## src/rtl/pedt_pkg.sv

```systemverilog
// Shared types and constants for the pausable event duration timers.
package pedt_pkg;

  localparam int TIME_W     = 48;
  localparam int ID_W       = 4;
  localparam int OP_W       = 2;
  localparam int STATUS_W   = 2;
  localparam int TIMERS_DEF = 16;

  typedef enum logic [OP_W-1:0] {
    OP_START  = 2'd0,
    OP_END    = 2'd1,
    OP_PAUSE  = 2'd2,
    OP_RESUME = 2'd3
  } op_t;

  typedef enum logic [STATUS_W-1:0] {
    ST_DONE      = 2'd0,
    ST_UNKNOWN   = 2'd1,
    ST_NO_EFFECT = 2'd2
  } status_t;

  typedef enum logic [2:0] {
    S_IDLE,
    S_END_SUB,
    S_END_PAUSED,
    S_SPAN,
    S_SW_READ,
    S_SW_CMP,
    S_SW_ADD,
    S_RESP
  } state_t;

endpackage

```

## src/rtl/pedt_alu.sv

```systemverilog
// Shared 48-bit add/subtract unit with carry out (borrow-free flag on subtract).
module pedt_alu
  import pedt_pkg::*;
(
  input  logic [TIME_W-1:0] a,
  input  logic [TIME_W-1:0] b,
  input  logic              sub,
  output logic [TIME_W-1:0] res,
  output logic              carry
);

  logic [TIME_W:0] sum;

  // sub: a + ~b + 1, carry set when a >= b; add: carry set on overflow
  assign sum   = {1'b0, a} + {1'b0, (sub ? ~b : b)} + {{TIME_W{1'b0}}, sub};
  assign res   = sum[TIME_W-1:0];
  assign carry = sum[TIME_W];

endmodule

```

## src/rtl/pausable_event_duration_timers.sv

```systemverilog
// Top level: stopwatch table with global pause, sequenced around one shared adder.
// Sequence: start, pause, failed ops and resume while not paused go straight to
// S_RESP; a good end passes S_END_SUB and S_END_PAUSED; a resume runs S_SPAN,
// then S_SW_READ, S_SW_CMP per slot and S_SW_ADD per live slot (timer RAM sweep).
// busy stays high through the result beat, so a new request waits until it ends.
// Synchronous reset frees all slots and clears the pause; timer RAMs are not cleared.
module pausable_event_duration_timers
  import pedt_pkg::*;
#(
  parameter int TIMERS = TIMERS_DEF
) (
  input  logic                clk,
  input  logic                rst,
  input  logic                start,
  output logic                busy,
  input  logic [OP_W-1:0]     req_type,
  input  logic [ID_W-1:0]     timer_id,
  input  logic [TIME_W-1:0]   now_ms,
  output logic                done,
  output logic [STATUS_W-1:0] status,
  output logic [TIME_W-1:0]   duration_ms,
  output logic                paused_now
);

  localparam int IDX_W = (TIMERS > 1) ? $clog2(TIMERS) : 1;
  localparam int CNT_W = $clog2(TIMERS + 1);
  localparam int CMP_W = (CNT_W > ID_W) ? CNT_W : ID_W;
  localparam logic [TIME_W-1:0] TIME_MAX = {TIME_W{1'b1}};

  state_t state, state_next;

  logic [TIMERS-1:0]  slot_live;
  logic               pause_active;
  logic [TIME_W-1:0]  pause_began;

  logic [IDX_W-1:0]   idx_q;
  logic [TIME_W-1:0]  now_q;
  logic [IDX_W-1:0]   cnt;
  logic [TIME_W-1:0]  acc;
  logic               flag;
  status_t            status_q;
  logic [TIME_W-1:0]  dur_q;

  logic [TIME_W-1:0]  start_mem [TIMERS];
  logic [TIME_W-1:0]  total_mem [TIMERS];
  logic [TIME_W-1:0]  start_rd;
  logic [TIME_W-1:0]  total_rd;

  op_t                op_in;
  logic [IDX_W-1:0]   idx_in;
  logic               valid_in;
  logic               accept;
  logic               cnt_last;
  logic [IDX_W-1:0]   mem_addr;
  logic               start_we;
  logic               total_we;
  logic [TIME_W-1:0]  total_wd;

  logic [TIME_W-1:0]  alu_a;
  logic [TIME_W-1:0]  alu_b;
  logic               alu_sub;
  logic [TIME_W-1:0]  alu_res;
  logic               alu_carry;

  pedt_alu u_alu (
    .a     (alu_a),
    .b     (alu_b),
    .sub   (alu_sub),
    .res   (alu_res),
    .carry (alu_carry)
  );

  assign op_in    = op_t'(req_type);
  assign idx_in   = IDX_W'(timer_id);
  assign valid_in = CMP_W'(timer_id) < CMP_W'(TIMERS);
  assign accept   = start && (state == S_IDLE);
  assign cnt_last = (cnt == IDX_W'(TIMERS - 1));

  assign busy        = (state != S_IDLE);
  assign done        = (state == S_RESP);
  assign status      = status_q;
  assign duration_ms = dur_q;
  assign paused_now  = pause_active;

  // next state, adder operand selection, RAM port control
  always_comb begin
    state_next = state;
    alu_a      = now_q;
    alu_b      = start_rd;
    alu_sub    = 1'b1;
    mem_addr   = idx_q;
    start_we   = 1'b0;
    total_we   = 1'b0;
    total_wd   = '0;
    case (state)
      S_IDLE: begin
        mem_addr = idx_in;
        if (start) begin
          case (op_in)
            OP_START: begin
              if (valid_in && !slot_live[idx_in]) begin
                start_we = 1'b1;
                total_we = 1'b1;
              end
              state_next = S_RESP;
            end
            OP_END: begin
              if (valid_in && slot_live[idx_in]) state_next = S_END_SUB;
              else state_next = S_RESP;
            end
            OP_PAUSE: state_next = S_RESP;
            OP_RESUME: begin
              if (pause_active) state_next = S_SPAN;
              else state_next = S_RESP;
            end
            default: state_next = S_RESP;
          endcase
        end
      end
      S_END_SUB: begin
        alu_a      = now_q;
        alu_b      = start_rd;
        state_next = S_END_PAUSED;
      end
      S_END_PAUSED: begin
        alu_a      = acc;
        alu_b      = total_rd;
        state_next = S_RESP;
      end
      S_SPAN: begin
        alu_a      = now_q;
        alu_b      = pause_began;
        mem_addr   = cnt;
        state_next = S_SW_READ;
      end
      S_SW_READ: begin
        mem_addr   = cnt;
        state_next = S_SW_CMP;
      end
      S_SW_CMP: begin
        alu_a    = pause_began;
        alu_b    = start_rd;
        mem_addr = cnt;
        if (slot_live[cnt]) state_next = S_SW_ADD;
        else if (cnt_last) state_next = S_RESP;
        else state_next = S_SW_READ;
      end
      S_SW_ADD: begin
        alu_a    = total_rd;
        alu_b    = acc;
        alu_sub  = 1'b0;
        mem_addr = cnt;
        total_we = flag;
        total_wd = alu_carry ? TIME_MAX : alu_res;
        if (cnt_last) state_next = S_RESP;
        else state_next = S_SW_READ;
      end
      S_RESP: state_next = S_IDLE;
      default: state_next = S_IDLE;
    endcase
  end

  always_ff @(posedge clk) begin
    if (rst) state <= S_IDLE;
    else state <= state_next;
  end

  // timer RAMs, registered read
  always_ff @(posedge clk) begin
    if (start_we) start_mem[mem_addr] <= now_ms;
    if (total_we) total_mem[mem_addr] <= total_wd;
    start_rd <= start_mem[mem_addr];
    total_rd <= total_mem[mem_addr];
  end

  // control state
  always_ff @(posedge clk) begin
    if (rst) begin
      slot_live    <= '0;
      pause_active <= 1'b0;
    end else begin
      if (start_we) slot_live[idx_in] <= 1'b1;
      if (state == S_END_PAUSED) slot_live[idx_q] <= 1'b0;
      if (accept && op_in == OP_PAUSE) pause_active <= 1'b1;
      if (state_next == S_RESP && (state == S_SW_CMP || state == S_SW_ADD))
        pause_active <= 1'b0;
    end
  end

  // datapath
  always_ff @(posedge clk) begin
    if (accept) begin
      idx_q <= idx_in;
      now_q <= now_ms;
      cnt   <= '0;
      dur_q <= '0;
      case (op_in)
        OP_START:  status_q <= (valid_in && !slot_live[idx_in]) ? ST_DONE : ST_NO_EFFECT;
        OP_END:    status_q <= (valid_in && slot_live[idx_in]) ? ST_DONE : ST_UNKNOWN;
        OP_PAUSE:  status_q <= pause_active ? ST_NO_EFFECT : ST_DONE;
        OP_RESUME: status_q <= pause_active ? ST_DONE : ST_NO_EFFECT;
        default:   status_q <= ST_NO_EFFECT;
      endcase
      if (op_in == OP_PAUSE && !pause_active) pause_began <= now_ms;
    end
    case (state)
      S_END_SUB: begin
        acc  <= alu_res;
        flag <= alu_carry;
      end
      S_END_PAUSED: dur_q <= (flag && alu_carry) ? alu_res : '0;
      // span clamps to zero when time ran backwards
      S_SPAN: acc <= alu_carry ? alu_res : '0;
      S_SW_CMP: begin
        flag <= alu_carry;
        if (!slot_live[cnt] && !cnt_last) cnt <= cnt + 1'b1;
      end
      S_SW_ADD: begin
        if (!cnt_last) cnt <= cnt + 1'b1;
      end
      default: ;
    endcase
  end

endmodule
```

## config.mk

```make
export PLATFORM = sky130hd
export DESIGN_NAME = pausable_event_duration_timers
export DESIGN_NICKNAME = d
export VERILOG_FILES = /design/src/rtl/pedt_pkg.sv /design/src/rtl/pedt_alu.sv /design/src/rtl/pausable_event_duration_timers.sv
export SDC_FILE = /design/constraint.sdc
export NUM_CORES = 2
export LEC_CHECK = 0
export BUFFER_PORTS_ARGS = -buffer_cell sky130_fd_sc_hd__buf_4
export CAP_MARGIN = 30
export CORE_UTILIZATION = 55
export CTS_CLUSTER_SIZE = 14
export DETAILED_ROUTE_END_ITERATION = 8
export GPL_ROUTABILITY_DRIVEN = 0
export PLACE_DENSITY = 0.77
export SKIP_CTS_REPAIR_TIMING = 1
export SLEW_MARGIN = 30
export SYNTH_ARGS = -nofsm -noshare
export SYNTH_HDL_FRONTEND = slang
export SYNTH_SLANG_ARGS = --single-unit
```

## constraint.sdc

```tcl
create_clock -name clk -period 6.4 [get_ports clk]
set_input_delay 0.32 -clock clk [delete_from_list [all_inputs] [get_ports clk]]
set_output_delay 0.32 -clock clk [all_outputs]
set_load 0.01 [all_outputs]
```

==> flow_summary.toml <==
[power]
switching_share_pct = 36.7
power_density_nw_per_um2 = 445
clock_power_share_pct = 26.6
p_switching_mw = 14.1
ir_worst_vdd_v = 0.000432
power_leakage_nw = 28.2
p_comb_share_pct = 34.2
cellInternalPower_mw = 24.3
seqPwrFrac_pct = 39.2

[synth]
ys_warn_count = 0
ys_seq_area_share_pct = 71.1
yosysUniqueCellTypes = 72
synthTopCellsByCount = "1735 x edfxtp_1, 928 x nand2_1, 495 x a211oi_1"
netlist_area_um2 = 76600
syn_nets = 5797
yosysTopAreaCell = "edfxtp_1"
ys.flop_type = "edfxtp_1"
synth_most_common_cell = "edfxtp_1"
ys_ff_latch = 1855
syn_inst = 5691
synthTopCellsByArea = "edfxtp_1 68%, a211oi_1 4.8%, nand2_1 4.5%"
synth_top_area_share_pct = 68.0
synth_edf_count = 1735
synth_area_per_cell_um2 = 13.5
async_reset_ff_share_pct = 0

[final_layout]
fin_cells = 7673
area_growth_syn_to_layout_pct = 12.3
fill_cells = 9638
drive_gt1_share_pct = 10.5
final_util_pct = 62.5
fin_nets = 5834

[sta]
setup_slack_ns = 0.474
setup-tns-final_ns = 0
worst_pin_slew_ns = 1.02
setup_viol = 0
fmax_ghz = 0.169
fin_crit_ns = 5.93
rsz0062_at_grt = "no"
final_min_period_over_clock_period_pct = 92.6
max-slew-margin-rel_pct = 31.7
fin_skew_ns = 0.0310
maxSlewViolCount = 0
hold_viol_final = 0

[die]
dieArea_um2 = 141000
rows = 136
chipWidth_um = 375
coreArea_um2 = 138000
ios = 110
floorplan.initialDensity_pct = 55.6
die-height_um = 375

[cts]
clock_path_buffers = 3
cts_inserted_buffers = 173
path_clk_slew_ns = 0.06
cts_root_buf = "clkbuf_16"
cts_sinks = 1855
cts_tree = "yes"
clock_latency_ns = 0.82
h-tree-depth = 4

[placed_design]
dp.final_hpwl_um = 110000
place_ws_ns = 0.821
port_buffers = 109
dpl.cell_count = 7289

[drt]
post_drt_wl_per_cell_um = 25.7
vias = 49444
drtIter0Drc = 6793
ant_nets = 0
drc = 2
dr.pass1.iters = 9
totalWireLength_um = 197000
via_per_inst = 6.44

[min_path]
min_path_type = "in2reg"

[global_route]
grt_usage_pct = 27.6
grt_pass1_vias = 46637
antenna_found_initial = 8
grt_pass1_wl_um = 291000
grt_max_degree = 209
gr-total-overflow = 0

[setup_path]
critPathKind = "reg2reg"
critical_path.max_fanout = 48
crit_slowest_cell = "dfxtp_4"
critical_path.cell_chain = "buf_4, nand2b_1, inv_2, nand2_1, o21ai_0, a22oi_1, ha_1, a21oi_1, o21bai_1, a21oi_1, o22a_1, o21a_1, o21ai_1, a31oi_1, nor2_1, nor2_4, buf_4, a21oi_1"
crit_path_start_kind = "flip-flop"
arrival_ns = 6.37
cp-end-kind = "flip-flop"
cpMostUsedCell = "a21oi_1"
slowest_delay_ns = 0.71
cp_data_required_time_ns = 6.84

[run_status]
status = "finished, violations left"
violations = "DRC"

[run]
cap_violations = 0
==> metrics by stage <==
stage                     area, µm²  hold slack, ns  total power [mW]
after floorplan               76600           0.419              22.8
after global placement        79600           0.515              27.6
after detailed placement      79600           0.524              27.8
after CTS                     85300          -0.248              37.9
after global routing          86100           0.338              39.7
final                         86100           0.351              38.4
==> registers in the layout (all words and copies together) (netlist names) <==
register     flops
start_mem      768
total_mem      768
acc             48
duration_ms     48
now_q           48
pause_began     48
start_rd        48
total_rd        48
slot_live       16
cnt              4
idx_q            4
state            3
status           2
flag             1
paused_now       1
==> worst paths after layout <==
check	slack, ns	to	cells past startpoint	start
max	0.47	total_mem[11][7]	18	state[2]
min	0.35	idx_q[1]	2	timer_id[1]
max reg2reg	0.47	total_mem[11][7]	18	state[2]
min reg2reg	0.53	slot_live[0]	2	slot_live[0]
==> cell type report <==
type	count	area (µm²)	share of cell area, %
Sequential cell	1855	54500	63.3
Multi-Input combinational cell	3379	20800	24.2
Clock buffer	243	4850	5.63
Timing Repair Buffer	296	2730	3.18
Tap cell	1794	2240	2.61
Clock inverter	82	836	0.971
Inverter	23	86.3	0.100
Antenna cell	1	2.50	0.00291
==> cells in the final DEF (no fill, tap or decap), types with 9 or more instances in the layout <==
cell type / count
edfxtp_1: 1735
nand2_1: 926
a211oi_1: 495
a21oi_1: 275
and2_0: 265
buf_4: 210
a31oi_1: 201
a311oi_1: 196
clkbuf_16: 176
mux2i_1: 148
nor2_1: 142
o21ai_0: 130
and2_1: 123
dfxtp_1: 117
dlygate4sd3_1: 56
o22ai_1: 49
ha_1: 48
clkbuf_1: 48
a22oi_1: 47
a21oi_2: 46
nor2_4: 33
a21o_1: 28
clkinv_2: 28
xnor2_1: 27
buf_12: 24
clkinv_1: 23
inv_1: 19
clkbuf_8: 19
nand3_1: 18
xor2_1: 17
nand4_1: 14
and3_1: 13
bufinv_16: 13
nor3_1: 12
nor2b_1: 11
nand2b_1: 9
o211ai_1: 9
mux4_2: 9
==> critical path: cells and delay by family (launching register included) <==
| kind | cells | cell delay, ns |
|---|---|---|
| AO/OA/AOI/OAI | 10 | 2.25 |
| buffers and inverters | 3 | 1.13 |
| AND/OR/NAND/NOR | 4 | 1.11 |
| flip-flops | 1 | 0.71 |
| adder cells (fa/ha/maj) | 1 | 0.32 |
==> kinds of logic (layout without fill, tap and decap cells) <==
family	after synthesis	after routing	synth area share, %
XOR/XNOR	44	44	0.503
AND/OR/NAND/NOR	1596	1596	9.45
multiplexers	160	160	2.24
adder cells (fa/ha/maj)	49	49	0.810
other	0	1	0
flip-flops	1855	1855	71.1
buffers and inverters	457	644	2.39
AO/OA/AOI/OAI	1530	1530	13.5
==> routing by layer <==
metal / GRT usage, % / vias up / routed length, µm
met3: 4.68 / 429 / 18600
met4: 12.0 / 6 / 8560
li1: - / 21844 / -
met2: 44.4 / 2746 / 94500
met5: 0 / - / 36
met1: 37.1 / 24419 / 75400
==> power groups by stage <==
| stage | Combinational [mW] | Clock (mW) | Sequential [mW] |
|---|---|---|---|
| finish | 13.1 | 10.2 | 15.1 |
| floorplan | 8.02 | 0 | 14.8 |
| global route | 13.9 | 10.7 | 15.1 |
| CTS | 12.6 | 10.3 | 15.0 |
| detailed placement | 12.5 | 0 | 15.3 |
| global placement | 12.3 | 0 | 15.3 |
(Power assumes the default switching activity.)
